==> config.mk <==
export PLATFORM = sky130hd
export DESIGN_NAME = timing_wheel_timer_engine_unit
export DESIGN_NICKNAME = d
export VERILOG_FILES = /design/src/hdl/twte_pkg.sv /design/src/hdl/twte_front.sv /design/src/hdl/twte_back.sv /design/src/hdl/timing_wheel_timer_engine_unit.sv
export SDC_FILE = /design/constraint.sdc
export NUM_CORES = 1
export LEC_CHECK = 0
export BUFFER_PORTS_ARGS = -buffer_cell sky130_fd_sc_hd__buf_2
export CAP_MARGIN = 20
export CORE_ASPECT_RATIO = 0.5
export CORE_MARGIN = 1.5
export CORE_UTILIZATION = 40
export DETAILED_ROUTE_END_ITERATION = 8
export PLACE_DENSITY = 0.54
export SKIP_CTS_REPAIR_TIMING = 1
export SYNTH_ARGS = -nofsm -noshare
export SYNTH_HDL_FRONTEND = slang
export SYNTH_SLANG_ARGS = --single-unit
==> constraint.sdc <==
create_clock -name clock -period 9.33 [get_ports clock]
set_input_delay 0 -clock clock [delete_from_list [all_inputs] [get_ports clock]]
set_output_delay 0 -clock clock [all_outputs]
set_load 0.01 [all_outputs]
==> src/hdl/twte_pkg.sv <==
// ----------------------------------------------------------------------------
// twte_pkg
// Shared types, constants and register codes of the timing wheel timer engine.
// ----------------------------------------------------------------------------
package twte_pkg;

   localparam int DEF_NUM_SLOTS  = 256;
   localparam int DEF_NUM_TIMERS = 32;

   localparam int KIND_W    = 2;
   localparam int ID_W      = 5;
   localparam int MS_W      = 22;
   localparam int STATUS_W  = 2;
   localparam int TICK_W    = 16;
   localparam int SIZE_W    = 9;
   localparam int MAXS_W    = 16;
   localparam int MS_PER_SEC = 1000;

   // item kinds
   localparam logic [KIND_W-1:0] KIND_ARM    = 2'd0;
   localparam logic [KIND_W-1:0] KIND_CANCEL = 2'd1;
   localparam logic [KIND_W-1:0] KIND_TICK   = 2'd2;

   // result status codes
   localparam logic [STATUS_W-1:0] ST_OK      = 2'd0;
   localparam logic [STATUS_W-1:0] ST_TOO_BIG = 2'd1;
   localparam logic [STATUS_W-1:0] ST_EMPTY   = 2'd2;

   // register indexes
   localparam logic [1:0] REG_TICK_MS = 2'd0;
   localparam logic [1:0] REG_SLOTS   = 2'd1;
   localparam logic [1:0] REG_MAX_SEC = 2'd2;

   // classified word passed from front to back
   typedef struct packed {
      logic [KIND_W-1:0] kind;
      logic [ID_W-1:0]   timer_id;
      logic [MS_W-1:0]   delay_ms;
      logic              too_big;
   } cmd_type;

endpackage

==> src/hdl/twte_front.sv <==
// ----------------------------------------------------------------------------
// twte_front
// Accepts items, checks the timeout limit and queues classified words.
// ----------------------------------------------------------------------------
module twte_front (
   input  logic                          clock,
   input  logic                          reset,
   input  logic                          start,
   output logic                          busy,
   input  logic [twte_pkg::KIND_W-1:0]   req_kind,
   input  logic [twte_pkg::ID_W-1:0]     req_timer_id,
   input  logic [twte_pkg::MS_W-1:0]     req_delay_ms,
   input  logic [twte_pkg::MAXS_W-1:0]   max_seconds,
   output logic                          q_valid,
   output twte_pkg::cmd_type             q_word,
   input  logic                          q_pop
);

   // two-entry queue
   twte_pkg::cmd_type q_mem_ff [2];
   logic              rd_ptr_ff, wr_ptr_ff;
   logic [1:0]        cnt_ff;
   logic              push;
   twte_pkg::cmd_type word;
   logic [twte_pkg::MS_W+9:0] lim;

   // limit in ms: (max+1)*1000, timeout too large when ms >= that
   assign lim = ({10'd0, 6'd0, max_seconds} + 32'd1) * 32'(twte_pkg::MS_PER_SEC);

   always_comb begin
      word.kind     = req_kind;
      word.timer_id = req_timer_id;
      word.delay_ms = req_delay_ms;
      word.too_big  = {10'd0, req_delay_ms} >= lim;
   end

   assign busy    = (cnt_ff == 2'd2);
   assign push    = start && !busy;
   assign q_valid = (cnt_ff != 2'd0);
   assign q_word  = q_mem_ff[rd_ptr_ff];

   always_ff @(posedge clock) begin
      if (push) q_mem_ff[wr_ptr_ff] <= word;
   end

   always_ff @(posedge clock) begin
      if (reset) begin
         rd_ptr_ff <= 1'b0;
         wr_ptr_ff <= 1'b0;
         cnt_ff    <= 2'd0;
      end else begin
         if (push) wr_ptr_ff <= !wr_ptr_ff;
         if (q_pop) rd_ptr_ff <= !rd_ptr_ff;
         cnt_ff <= cnt_ff + {1'b0, push} - {1'b0, q_pop};
      end
   end

endmodule

==> src/hdl/twte_back.sv <==
// ----------------------------------------------------------------------------
// twte_back
// Executes arm, cancel and tick words: serial divide, timer table, tick scan.
// ----------------------------------------------------------------------------
module twte_back #(
   parameter int NUM_SLOTS  = twte_pkg::DEF_NUM_SLOTS,
   parameter int NUM_TIMERS = twte_pkg::DEF_NUM_TIMERS
) (
   input  logic                          clock,
   input  logic                          reset,
   input  logic                          q_valid,
   input  twte_pkg::cmd_type             q_word,
   output logic                          q_pop,
   input  logic [twte_pkg::TICK_W-1:0]   tick_ms,
   input  logic [twte_pkg::SIZE_W-1:0]   slots_in_use,
   output logic                          rsp_valid,
   output logic [twte_pkg::STATUS_W-1:0] rsp_status,
   output logic                          rsp_fired,
   output logic [twte_pkg::ID_W-1:0]     rsp_expired_id,
   output logic                          rsp_last
);

   localparam int SW  = $clog2(NUM_SLOTS);
   localparam int TW  = (NUM_TIMERS > 1) ? $clog2(NUM_TIMERS) : 1;
   localparam int NW  = $clog2(NUM_SLOTS + 1);
   localparam int MSW = twte_pkg::MS_W;

   localparam logic [2:0] S_IDLE = 3'd0;
   localparam logic [2:0] S_DIV  = 3'd1;
   localparam logic [2:0] S_MOD  = 3'd2;
   localparam logic [2:0] S_SCAN = 3'd3;
   localparam logic [2:0] S_FIN  = 3'd4;

   logic [2:0]  state_ff, state_in;
   twte_pkg::cmd_type cmd_ff;
   logic [MSW-1:0] quo_ff, quo_in;
   logic [twte_pkg::TICK_W:0] rem_ff, rem_in;
   logic [4:0]  step_ff, step_in;
   logic [MSW:0] red_ff, red_in;        // (count + cursor) reduced mod n, bit-serial
   logic [SW-1:0] cursor_ff, cursor_in;
   logic [TW-1:0] scan_ff, scan_in;
   logic          any_ff, any_in;
   logic [twte_pkg::ID_W-1:0] pend_id_ff, pend_id_in;
   logic [NUM_TIMERS-1:0] armed_ff, armed_in;
   logic [SW-1:0] slot_ff [NUM_TIMERS];
   logic          slot_we;
   logic [SW-1:0] slot_wd;
   logic [TW-1:0] slot_wa;

   logic [twte_pkg::TICK_W-1:0] t_eff;
   logic [NW-1:0] n_eff;
   logic [twte_pkg::TICK_W:0] rem_sh;
   logic [MSW-1:0] cnt;
   logic [MSW:0]  ext;
   logic          hit;
   logic          id_ok;
   logic [MSW:0]  red_sh;

   // effective tick and wheel size
   always_comb begin
      t_eff = (tick_ms == '0) ? twte_pkg::TICK_W'(1) : tick_ms;
      if (slots_in_use == '0) n_eff = NW'(1);
      else if ({{(32-twte_pkg::SIZE_W){1'b0}}, slots_in_use} > NUM_SLOTS)
         n_eff = NW'(NUM_SLOTS);
      else n_eff = NW'(slots_in_use);
   end

   assign id_ok = ({{(32-twte_pkg::ID_W){1'b0}}, cmd_ff.timer_id} < NUM_TIMERS);
   assign rem_sh = {rem_ff[twte_pkg::TICK_W-1:0], quo_ff[MSW-1]};
   // ceil(ms/t)-1 floored at zero: quotient minus one if exact
   assign cnt = (rem_ff == '0) ? ((quo_ff == '0) ? '0 : quo_ff - MSW'(1)) : quo_ff;
   // slot offset plus cursor, reduced as a whole
   assign ext = {1'b0, cnt} + {{(MSW+1-SW){1'b0}}, cursor_ff};
   assign red_sh = {red_ff[MSW-1:0], ext[5'(MSW) - step_ff]};
   assign hit = armed_ff[scan_ff] && (slot_ff[scan_ff] == cursor_ff);

   // sequencer
   always_comb begin
      state_in  = state_ff;
      quo_in    = quo_ff;
      rem_in    = rem_ff;
      step_in   = step_ff;
      red_in    = red_ff;
      cursor_in = cursor_ff;
      scan_in   = scan_ff;
      any_in    = any_ff;
      pend_id_in = pend_id_ff;
      armed_in  = armed_ff;
      slot_we   = 1'b0;
      slot_wa   = cmd_ff.timer_id[TW-1:0];
      slot_wd   = '0;
      q_pop     = 1'b0;
      rsp_valid = 1'b0;
      rsp_status = twte_pkg::ST_OK;
      rsp_fired  = 1'b0;
      rsp_expired_id = '0;
      rsp_last   = 1'b0;
      unique case (state_ff)
         S_IDLE: begin
            if (q_valid) begin
               q_pop = 1'b1;
               quo_in = q_word.delay_ms;
               rem_in = '0;
               step_in = '0;
               red_in = '0;
               scan_in = '0;
               any_in = 1'b0;
               if (q_word.kind == twte_pkg::KIND_ARM && !q_word.too_big)
                  state_in = S_DIV;
               else if (q_word.kind == twte_pkg::KIND_TICK)
                  state_in = S_SCAN;
               else
                  state_in = S_FIN;
            end
         end
         // restoring division, one quotient bit a cycle
         S_DIV: begin
            if (rem_sh >= {1'b0, t_eff}) begin
               rem_in = rem_sh - {1'b0, t_eff};
               quo_in = {quo_ff[MSW-2:0], 1'b1};
            end else begin
               rem_in = rem_sh;
               quo_in = {quo_ff[MSW-2:0], 1'b0};
            end
            step_in = step_ff + 5'd1;
            if (step_ff == 5'(MSW-1)) begin
               step_in = '0;
               state_in = S_MOD;
            end
         end
         // (cnt + cursor) mod n, one bit a cycle from the top
         S_MOD: begin
            if (red_sh >= {{(MSW+1-NW){1'b0}}, n_eff})
               red_in = red_sh - {{(MSW+1-NW){1'b0}}, n_eff};
            else
               red_in = red_sh;
            step_in = step_ff + 5'd1;
            if (step_ff == 5'(MSW)) state_in = S_FIN;
         end
         // each expiry is held one hit so the final one can carry last
         S_SCAN: begin
            if (hit) begin
               armed_in[scan_ff] = 1'b0;
               any_in = 1'b1;
               pend_id_in = twte_pkg::ID_W'(scan_ff);
               if (any_ff) begin
                  rsp_valid = 1'b1;
                  rsp_fired = 1'b1;
                  rsp_expired_id = pend_id_ff;
               end
            end
            if ({{(32-TW){1'b0}}, scan_ff} == NUM_TIMERS - 1) begin
               if ({{(32-SW){1'b0}}, cursor_ff} + 1 >= {{(32-NW){1'b0}}, n_eff})
                  cursor_in = '0;
               else
                  cursor_in = cursor_ff + SW'(1);
               state_in = S_FIN;
            end else begin
               scan_in = scan_ff + TW'(1);
            end
         end
         default: begin
            rsp_valid = 1'b1;
            rsp_last  = 1'b1;
            state_in  = S_IDLE;
            if (cmd_ff.kind == twte_pkg::KIND_ARM) begin
               if (cmd_ff.too_big) rsp_status = twte_pkg::ST_TOO_BIG;
               else if (id_ok) begin
                  slot_we = 1'b1;
                  slot_wd = red_ff[SW-1:0];
                  armed_in[slot_wa] = 1'b1;
               end
            end else if (cmd_ff.kind == twte_pkg::KIND_CANCEL) begin
               if (id_ok) armed_in[slot_wa] = 1'b0;
            end else if (cmd_ff.kind == twte_pkg::KIND_TICK) begin
               if (!any_ff) rsp_status = twte_pkg::ST_EMPTY;
               else begin
                  rsp_fired = 1'b1;
                  rsp_expired_id = pend_id_ff;
               end
            end
         end
      endcase
   end

   // hold the word being executed
   always_ff @(posedge clock) begin
      if (q_pop) cmd_ff <= q_word;
   end

   always_ff @(posedge clock) begin
      quo_ff  <= quo_in;
      rem_ff  <= rem_in;
      step_ff <= step_in;
      red_ff  <= red_in;
      scan_ff <= scan_in;
      any_ff  <= any_in;
      pend_id_ff <= pend_id_in;
      if (slot_we) slot_ff[slot_wa] <= slot_wd;
   end

   always_ff @(posedge clock) begin
      if (reset) begin
         state_ff  <= S_IDLE;
         cursor_ff <= '0;
         armed_ff  <= '0;
      end else begin
         state_ff  <= state_in;
         cursor_ff <= cursor_in;
         armed_ff  <= armed_in;
      end
   end

endmodule

==> src/hdl/timing_wheel_timer_engine_unit.sv <==
// ----------------------------------------------------------------------------
// timing_wheel_timer_engine_unit
// Single-level hashed timing wheel for a fixed set of timers.
// ----------------------------------------------------------------------------
// Items enter on start when busy is low into a two-word queue, so busy rises
// only while two words wait behind the one in progress; the back end runs one
// item at a time. An arm takes the item, runs a 22-step serial divide by
// tick_ms and a 23-step reduction of the count plus the cursor by the wheel
// size, then writes the table and answers; a rejected arm, a cancel and kind 3
// are answered straight after being taken; a tick scans one id a cycle,
// each expiry leaving with the next hit after it is found and the final one with
// the closing result. Results show for one cycle on rsp_valid and cannot be
// held off by the receiver.
module timing_wheel_timer_engine_unit #(
   parameter int NUM_SLOTS  = twte_pkg::DEF_NUM_SLOTS,
   parameter int NUM_TIMERS = twte_pkg::DEF_NUM_TIMERS
) (
   input  logic                          clock,
   input  logic                          reset,
   input  logic                          start,
   output logic                          busy,
   input  logic [twte_pkg::KIND_W-1:0]   req_kind,
   input  logic [twte_pkg::ID_W-1:0]     req_timer_id,
   input  logic [twte_pkg::MS_W-1:0]     req_delay_ms,
   output logic                          rsp_valid,
   output logic [twte_pkg::STATUS_W-1:0] rsp_status,
   output logic                          rsp_fired,
   output logic [twte_pkg::ID_W-1:0]     rsp_expired_id,
   output logic                          rsp_last,
   input  logic                          csr_psel,
   input  logic                          csr_penable,
   input  logic                          csr_pwrite,
   input  logic [3:0]                    csr_paddr,
   input  logic [31:0]                   csr_pwdata,
   output logic [31:0]                   csr_prdata,
   output logic                          csr_pready
);

   logic [twte_pkg::TICK_W-1:0] tick_ms_ff;
   logic [twte_pkg::SIZE_W-1:0] slots_ff;
   logic [twte_pkg::MAXS_W-1:0] max_sec_ff;
   logic              q_valid, q_pop;
   twte_pkg::cmd_type q_word;
   logic              wr;

   // register file
   assign csr_pready = 1'b1;
   assign wr = csr_psel && csr_penable && csr_pwrite;

   always_ff @(posedge clock) begin
      if (reset) begin
         tick_ms_ff <= 16'd10;
         slots_ff   <= 9'd256;
         max_sec_ff <= 16'd60;
      end else if (wr && csr_paddr[1:0] == 2'd0) begin
         unique case (csr_paddr[3:2])
            twte_pkg::REG_TICK_MS: tick_ms_ff <= csr_pwdata[15:0];
            twte_pkg::REG_SLOTS:   slots_ff   <= csr_pwdata[8:0];
            twte_pkg::REG_MAX_SEC: max_sec_ff <= csr_pwdata[15:0];
            default: ;
         endcase
      end
   end

   always_comb begin
      unique case (csr_paddr[3:2])
         twte_pkg::REG_TICK_MS: csr_prdata = {16'd0, tick_ms_ff};
         twte_pkg::REG_SLOTS:   csr_prdata = {23'd0, slots_ff};
         twte_pkg::REG_MAX_SEC: csr_prdata = {16'd0, max_sec_ff};
         default:               csr_prdata = '0;
      endcase
   end

   twte_front u_front (
      .clock, .reset, .start, .busy,
      .req_kind, .req_timer_id, .req_delay_ms,
      .max_seconds (max_sec_ff),
      .q_valid, .q_word, .q_pop
   );

   twte_back #(.NUM_SLOTS(NUM_SLOTS), .NUM_TIMERS(NUM_TIMERS)) u_back (
      .clock, .reset, .q_valid, .q_word, .q_pop,
      .tick_ms (tick_ms_ff), .slots_in_use (slots_ff),
      .rsp_valid, .rsp_status, .rsp_fired, .rsp_expired_id, .rsp_last
   );

endmodule
==> results by group, run 1 <==
Run status
  • Status: finished clean

STA
  • Crit path time final: 7.95 ns
  • Hold slack: between 0.06 and 0.07 ns
  • Worst-margin pin slew: around 1.1 ns
  • Final setup viols: 0
  • Clock skew: between 0.02 and 0.025 ns
  • Fin Setup TNS: 0 ns
  • RSZ-0062 raised after global routing: no
  • Fmax: 0.126 GHz
  • Final hold vios: 0
  • Crit share post-route: 85.2%
  • Max Slew Vio Count: 0
  • Setup ws final: between 1 and 1.5 ns
  • Worst slew margin: between 20% and 30%

Floorplan
  • I/O pin count: around 120
  • Die span in x: 373 µm
  • Total die area: about 70000 µm²
  • Initial Utilization: 40.7%
  • Core ar.: between 60000 and 70000 µm²
  • Chip Height: ~190 µm
  • Site Rows: 67

Setup path
  • Crit path DAT: 8.25 ns
  • Worst Setup EP: u_back.red_ff[1]
  • Worst flop-to-flop path startpoint: u_back.rem_ff[4]
  • Kind of critical path: reg2reg
  • Data required time of the worst path: between 9 and 10 ns
  • Slowest CP cell: nor4_1
  • Worst setup SP type: register
  • R2r worst-path depth: 32
  • Reg-to-Reg End: u_back.red_ff[1]
  • Most frequent CP cell: o21ai_0
  • Top fanout value on the critical path: 14
  • CP Launch Point: u_back.rem_ff[4]
  • CP endpoint kind: register
  • CP max stage delay: between 0.6 and 0.7 ns
  • R2R Setup Slk: 1.38 ns

Placed design
  • Setup WS pre-CTS: roughly 1.3 ns
  • PortBufs: between 80 and 90
  • Post-DP HPWL: ~46000 µm
  • Gpl congestion: ~0.88

Power and ir drop
  • Flop pwr share: ~42%
  • Comb pwr share: roughly a third
  • Internal power component: roughly 4.8 mW
  • Leakage Power: around 11 nW
  • Pwr dens: around 240 nW/µm²
  • Net Switching: about 2.7 mW
  • Sw frac: around 36%
  • Clock share of power: 25.0%
  • Maximum VDD drop: 0.136 mV

Clock network
  • H-tree depth: 2
  • TritonCTS clock tree: done
  • CTS Buf Count: 46
  • Clock Sinks: 495
  • Clock Latency Late Sink: 0.59 ns
  • Clock buffer depth: 3
  • Clk slew on worst S/H paths: ~0.070 ns
  • Clock root cell: clkbuf_16

Route
  • Via count: 17.7k
  • Post-route DRC: 0
  • Detailed Route Iter0 Violations: 1216
  • Post-DR wirelength/cell: a little under 20 µm
  • Post-Route WL: 65200 µm
  • Vias per cell: approximately 5.3
  • Final ANT Viol Nets: 0
  • First drt pass iteration count: 6

Run
  • Max_cap viols: 0

Global route
  • Vias in the first global route: ~18k
  • Total grt overflow: 0
  • Global-route usage over all layers: between 10% and 20%
  • Initial antenna violation count: 0
  • Global-route wire length before repair: 102000 µm
  • Largest net degree at the start of global routing: 90

Synth
  • Avg Inst Size Synth: between 10 and 15 µm²
  • Ys async rst share: 0%
  • Flop and latch count out of synthesis: a little under 500
  • Sequential area share after synthesis: around 51%
  • Top FF cell, synth: edfxtp_1
  • Post-synth EDFFs: 401
  • Yosys Warn Count: 0
  • Distinct cell type count after synthesis: 80
  • Cells after synthesis: around 2.3k
  • Area contributors post-synth: edfxtp_1 (44%), mux4_2 (7.4%), dfxtp_1 (6.9%), ha_1 (5.9%), fa_1 (4.0%)
  • Synth area leader: edfxtp_1
  • Mapped cell area: 27300 µm²
  • Post-synth top area share: between 40% and 50%

Finish
  • Share of post-route cells with drive strength above 1: 13.3%
  • Nets: 2668
  • P&R area growth vs syn: 12.4%

Min path
  • Hold crit path type: in2reg
-- power by group through the flow --
stage / combinational (mW) / sequential, mW / clock, mW
2_1_floorplan: 2.00 / 2.96 / 0
3_3_place_gp: 2.43 / 3.21 / 0
3_5_place_dp: 2.44 / 3.22 / 0
4_1_cts: 2.46 / 3.18 / 1.92
5_1_grt: 2.73 / 3.23 / 2.00
6_report: 2.46 / 3.17 / 1.88
-- synthesized netlist by cell type (8+ instances only) --
| cell type | instances |
|---|---|
| o21ai_0 | 89 |
| a21oi_1 | 131 |
| nor3b_1 | 9 |
| buf_2 | 10 |
| mux2_2 | 15 |
| nand2_1 | 202 |
| and2_1 | 24 |
| nor4_1 | 14 |
| and3_1 | 20 |
| o21ai_1 | 16 |
| mux2i_1 | 70 |
| a21o_1 | 15 |
| fa_1 | 55 |
| nand3_1 | 44 |
| nand3b_1 | 14 |
| o21a_1 | 33 |
| nand2b_1 | 13 |
| mux4_2 | 90 |
| xnor2_1 | 69 |
| buf_1 | 15 |
| nor2b_1 | 19 |
| dfxtp_1 | 94 |
| clkbuf_1 | 74 |
| a21boi_0 | 8 |
| edfxtp_1 | 401 |
| nand4_1 | 19 |
| inv_1 | 177 |
| a211oi_1 | 23 |
| buf_4 | 17 |
| ha_1 | 129 |
| nor3_1 | 32 |
| nor2_1 | 185 |
| a31oi_1 | 8 |
| o211ai_1 | 10 |
| xor2_1 | 44 |
-- cell usage in the layout (no fill, tap or decap), types with 13 or more instances in the layout --
| cell type | count |
|---|---|
| a211oi_1 | 23 |
| a21o_1 | 15 |
| a21oi_1 | 131 |
| and2_1 | 24 |
| and3_1 | 20 |
| buf_2 | 81 |
| buf_4 | 26 |
| clkbuf_16 | 48 |
| conb_1 | 17 |
| dfxtp_1 | 91 |
| dlygate4sd3_1 | 46 |
| edfxtp_1 | 401 |
| fa_1 | 55 |
| ha_1 | 129 |
| inv_1 | 177 |
| mux2_2 | 15 |
| mux2i_1 | 70 |
| mux4_2 | 90 |
| nand2_1 | 202 |
| nand2b_1 | 13 |
| nand3_1 | 44 |
| nand3b_1 | 14 |
| nand4_1 | 19 |
| nor2_1 | 183 |
| nor2b_1 | 19 |
| nor3_1 | 31 |
| nor4_1 | 14 |
| o21a_1 | 33 |
| o21ai_0 | 88 |
| o21ai_1 | 17 |
| xnor2_1 | 69 |
| xor2_1 | 44 |
-- stage by stage --
| step | utilization [%] | area [µm²] | power, mW | std cells |
|---|---|---|---|---|
| floorplan | - | 27400 | 4.97 | 2320 |
| global placement | 42.5 | 28500 | 5.65 | 3200 |
| detailed placement | 42.6 | 28700 | 5.66 | 3208 |
| CTS | 44.8 | 30100 | 7.55 | 3293 |
| global route | 45.7 | 30700 | 7.96 | 3347 |
| finish | 45.7 | 30700 | 7.51 | 3348 |
-- logic make-up after synthesis --
kind of cell	synth area share, %
AOI/OAI and AO/OA	8.80
xor gates and xnor gates	3.62
adders and majority gates	9.93
buffers and inverters	4.54
DFF	50.9
muxes	10.6
other	0.0275
and+or+nand+nor	11.5
-- state kept, by name, indices dropped and copies added, names as in the netlist, 8 cells and up, named ones only --
register / flops
u_back.slot_ff: 256
u_front.q_mem_ff: 60
u_back.quo_ff: 22
u_back.red_ff: 22
u_back.rem_ff: 17
max_sec_ff: 16
tick_ms_ff: 16
slots_ff: 9
u_back.cursor_ff: 8
-- cell type report --
type | instances | area [µm²]
Timing Repair Buffer | 166 | 1280
Inverter | 179 | 672
Clock inverter | 26 | 248
Sequential cell | 495 | 13900
Multi-Input combinational cell | 1525 | 12200
Fill cell | 6185 | 36500
Antenna cell | 1 | 2.50
Clock buffer | 59 | 1210
Tap cell | 897 | 1120
-- layer usage --
| layer | vias up | wire length, µm | global-route usage, % | part of all wire (%) |
|---|---|---|---|---|
| met3 | 78 | 2940 | 2.34 | 4.5 |
| met5 | - | 0 | 0 | 0 |
| met1 | 8699 | 29900 | 25.8 | 46 |
| met2 | 373 | 31100 | 31.2 | 48 |
| met4 | 0 | 1210 | 4.02 | 1.9 |
| li1 | 8581 | - | - | - |
-- worst min-delay path by stage --
stage / startpoint / end / slack, ns / cells past startpoint
floorplan: req_delay_ms[9] / u_front.q_mem_ff[0][10] / 0.1 / 0
global placement: req_kind[0] / u_front.q_mem_ff[1][28] / 0.19 / 1
detailed placement: req_kind[0] / u_front.q_mem_ff[1][28] / 0.20 / 1
CTS: req_kind[0] / u_front.q_mem_ff[1][28] / -0.42 / 1
global route: csr_penable / slots_ff[8] / 0.1 / 5
finish: csr_penable / slots_ff[8] / 0.07 / 5
-- critical path: cells and delay by family, from the launching register on --
kind	cells	cell delay (ns)
buf+inv	2	0.36
fa+ha+maj	3	0.84
simple gates	11	2.78
xor+xnor	1	0.12
compound gates	15	3.13
flops	1	0.43
(Power assumes the default switching activity.)
==> run 2, diff against run 1 <==
- PLACE_DENSITY: 0.54 -> 0.6
==> results by group, run 2 (synthesis results as in run 1) <==
Setup path
  • Critical path buffers and inverters: 2 (unchanged)
  • R2R Setup Slk: 1.32 ns (-0.06 ns)
  • Slowest CP cell: nor4_1
  • Top fanout value on the critical path: 16 (+2)
  • Data required time of the worst path: 9.63 ns (about the same)
  • CP max stage delay: 0.66 ns (+0.05 ns)
  • Kind of critical path: reg2reg
  • Crit path DAT: 8.31 ns (+0.06 ns)
  • Most frequent CP cell: o21ai_0
  • CP endpoint kind: register
  • Worst setup SP type: register
  • Largest delay contributor family on the critical path: compound AO/OA/AOI/OAI gates

STA
  • Final setup viols: 0 (unchanged)
  • Final hold vios: 0 (unchanged)
  • Clock skew: 0.0146 ns (-0.00630 ns)
  • Crit path time final: 8.01 ns (+0.0592 ns)
  • Worst slew margin: 27.5% (-1.0 points)
  • Setup ws final: 1.32 ns (-0.0592 ns)
  • Crit share post-route: 85.8% (+0.63 points)
  • Hold slack: 0.0487 ns (-0.0186 ns)
  • Fmax: 0.125 GHz (-0.74%)
  • RSZ-0062 raised after global routing: no
  • Fin Setup TNS: 0 ns (unchanged)
  • Max Slew Vio Count: 0 (unchanged)
  • Worst-margin pin slew: 1.08 ns (+0.0115 ns)

Finish
  • P&R area growth vs syn: 12.8%
  • Share of post-route cells with drive strength above 1: 13.3% (+0.041 points)
  • Reg with most FFs: u_back.slot_ff
  • Diodes inserted: 0 (-1)
  • Final cell count without fillers: 3347 (-0.030%)
  • Most frequent cells in the layout: edfxtp_1 (401), nand2_1 (202), nor2_1 (183)
  • Nets: 2665 (-0.11%)
  • Cell area after layout: 30800 µm² (+0.37%)
  • Max reg flops: 256 (unchanged)
  • Regs by FF count: u_back.slot_ff (256), u_front.q_mem_ff (60)
  • Commonest non-fill, non-tap cell in the layout: edfxtp_1

Route
  • Vias per cell: 5.34 (+0.83%)
  • Post-Route WL: 63900 µm (-2.1%)
  • Final ANT Viol Nets: 0 (unchanged)
  • Detailed Route Iter0 Violations: 1428 (+17%)
  • First drt pass iteration count: 5 (-1)
  • Post-DR wirelength/cell: 19.1 µm (-2.1%)
  • Via count: 17.9k (+0.80%)
  • Post-route DRC: 0 (unchanged)

Floorplan
  • Site Rows: 67 (unchanged)
  • Chip Height: 188 µm (unchanged)
  • Initial Utilization: 40.7% (unchanged)
  • Total die area: 70000 µm² (unchanged)
  • I/O pin count: 115 (unchanged)
  • Die span in x: 373 µm (unchanged)
  • Core ar.: 67200 µm² (unchanged)

Power and ir drop
  • Leakage Power: 11.2 nW (+0.46%)
  • Pwr dens: 247 nW/µm² (+0.84%)
  • Maximum VDD drop: 0.130 mV (-4.5%)

Placed design
  • PortBufs: 81 (unchanged)
  • Setup WS pre-CTS: 1.45 ns (+0.141 ns)
  • Gpl congestion: 0.859 (-1.9%)
  • Post-DP HPWL: 43800 µm (-4.5%)
  • Post-DP Area: 28500 µm² (-0.42%)
  • Placed Instances: 3199 (-0.28%)

Clock network
  • TritonCTS clock tree: done
  • Clock Latency Late Sink: 0.59 ns (about the same)
  • H-tree depth: 2 (unchanged)
  • Clock buffer depth: 3 (unchanged)
  • Clk slew on worst S/H paths: 0.07 ns (about the same)
  • Clock root cell: clkbuf_16
  • Clock Sinks: 495 (unchanged)
  • CTS Buf Count: 48 (+4.3%)

Global route
  • Global routing's busiest layer: met2
  • Met2 GRT Util: 30.3% (-0.88 points)
  • Global-route wire length before repair: 99500 µm (-2.4%)
  • Global-route usage over all layers: 18.0% (-0.57 points)
  • Vias in the first global route: 17.6k (+0.051%)
  • Initial antenna violation count: 1 (+1)
  • Total grt overflow: 0 (unchanged)
  • Met1 usage: 24.5% (-1.3 points)
  • Largest net degree at the start of global routing: 90 (unchanged)
  • GRT met3 Usage: 2.75% (+0.41 points)

Run
  • Max_cap viols: 0 (unchanged)

Min path
  • Hold crit path type: in2reg

Run status
  • Status: finished clean
-- run 2: per-stage QoR --
| stage | power, mW | util, % |
|---|---|---|
| after detailed placement | 5.63 | 42.4 |
| after global placement | 5.61 | 42.4 |
| after global routing | 8.04 | 45.8 |
| final | 7.60 | 45.8 |
| after CTS | 7.64 | 44.8 |
| after floorplan | 4.97 | - |
-- run 2: layout make-up --
type / instances / area (µm²)
Timing Repair Buffer: 161 / 1240
Inverter: 179 / 672
Tap cell: 897 / 1120
Fill cell: 6125 / 36400
Clock inverter: 21 / 249
Multi-Input combinational cell: 1525 / 12200
Clock buffer: 69 / 1360
Sequential cell: 495 / 13900
-- run 2: worst paths after layout --
check | start | endpoint | cells past startpoint
max | u_back.rem_ff[4] | u_back.red_ff[1] | 32
min | csr_penable | slots_ff[8] | 5
max reg2reg | u_back.rem_ff[4] | u_back.red_ff[1] | 32
min reg2reg | tick_ms_ff[0] | tick_ms_ff[0] | 2
-- run 2: layer usage --
metal / wire (µm) / up-vias
li1: - / 8565
met1: 28800 / 8835
met2: 30500 / 393
met3: 3300 / 80
met4: 1250 / 0
met5: 0 / -
-- run 2: worst min-delay path, cell delays in order --
cell and delay (ns):
buf_2 0.07, nand4_1 0.16, inv_1 0.12, and3_1 0.16, a211o_1 0.09
-- run 2: power breakdown --
group	switching, mW	internal, mW	leakage [nW]	total [mW]
registers	0.430	2.77	4.19	3.20
logic	1.36	1.05	6.18	2.40
clock network	0.861	1.14	0.783	2.00
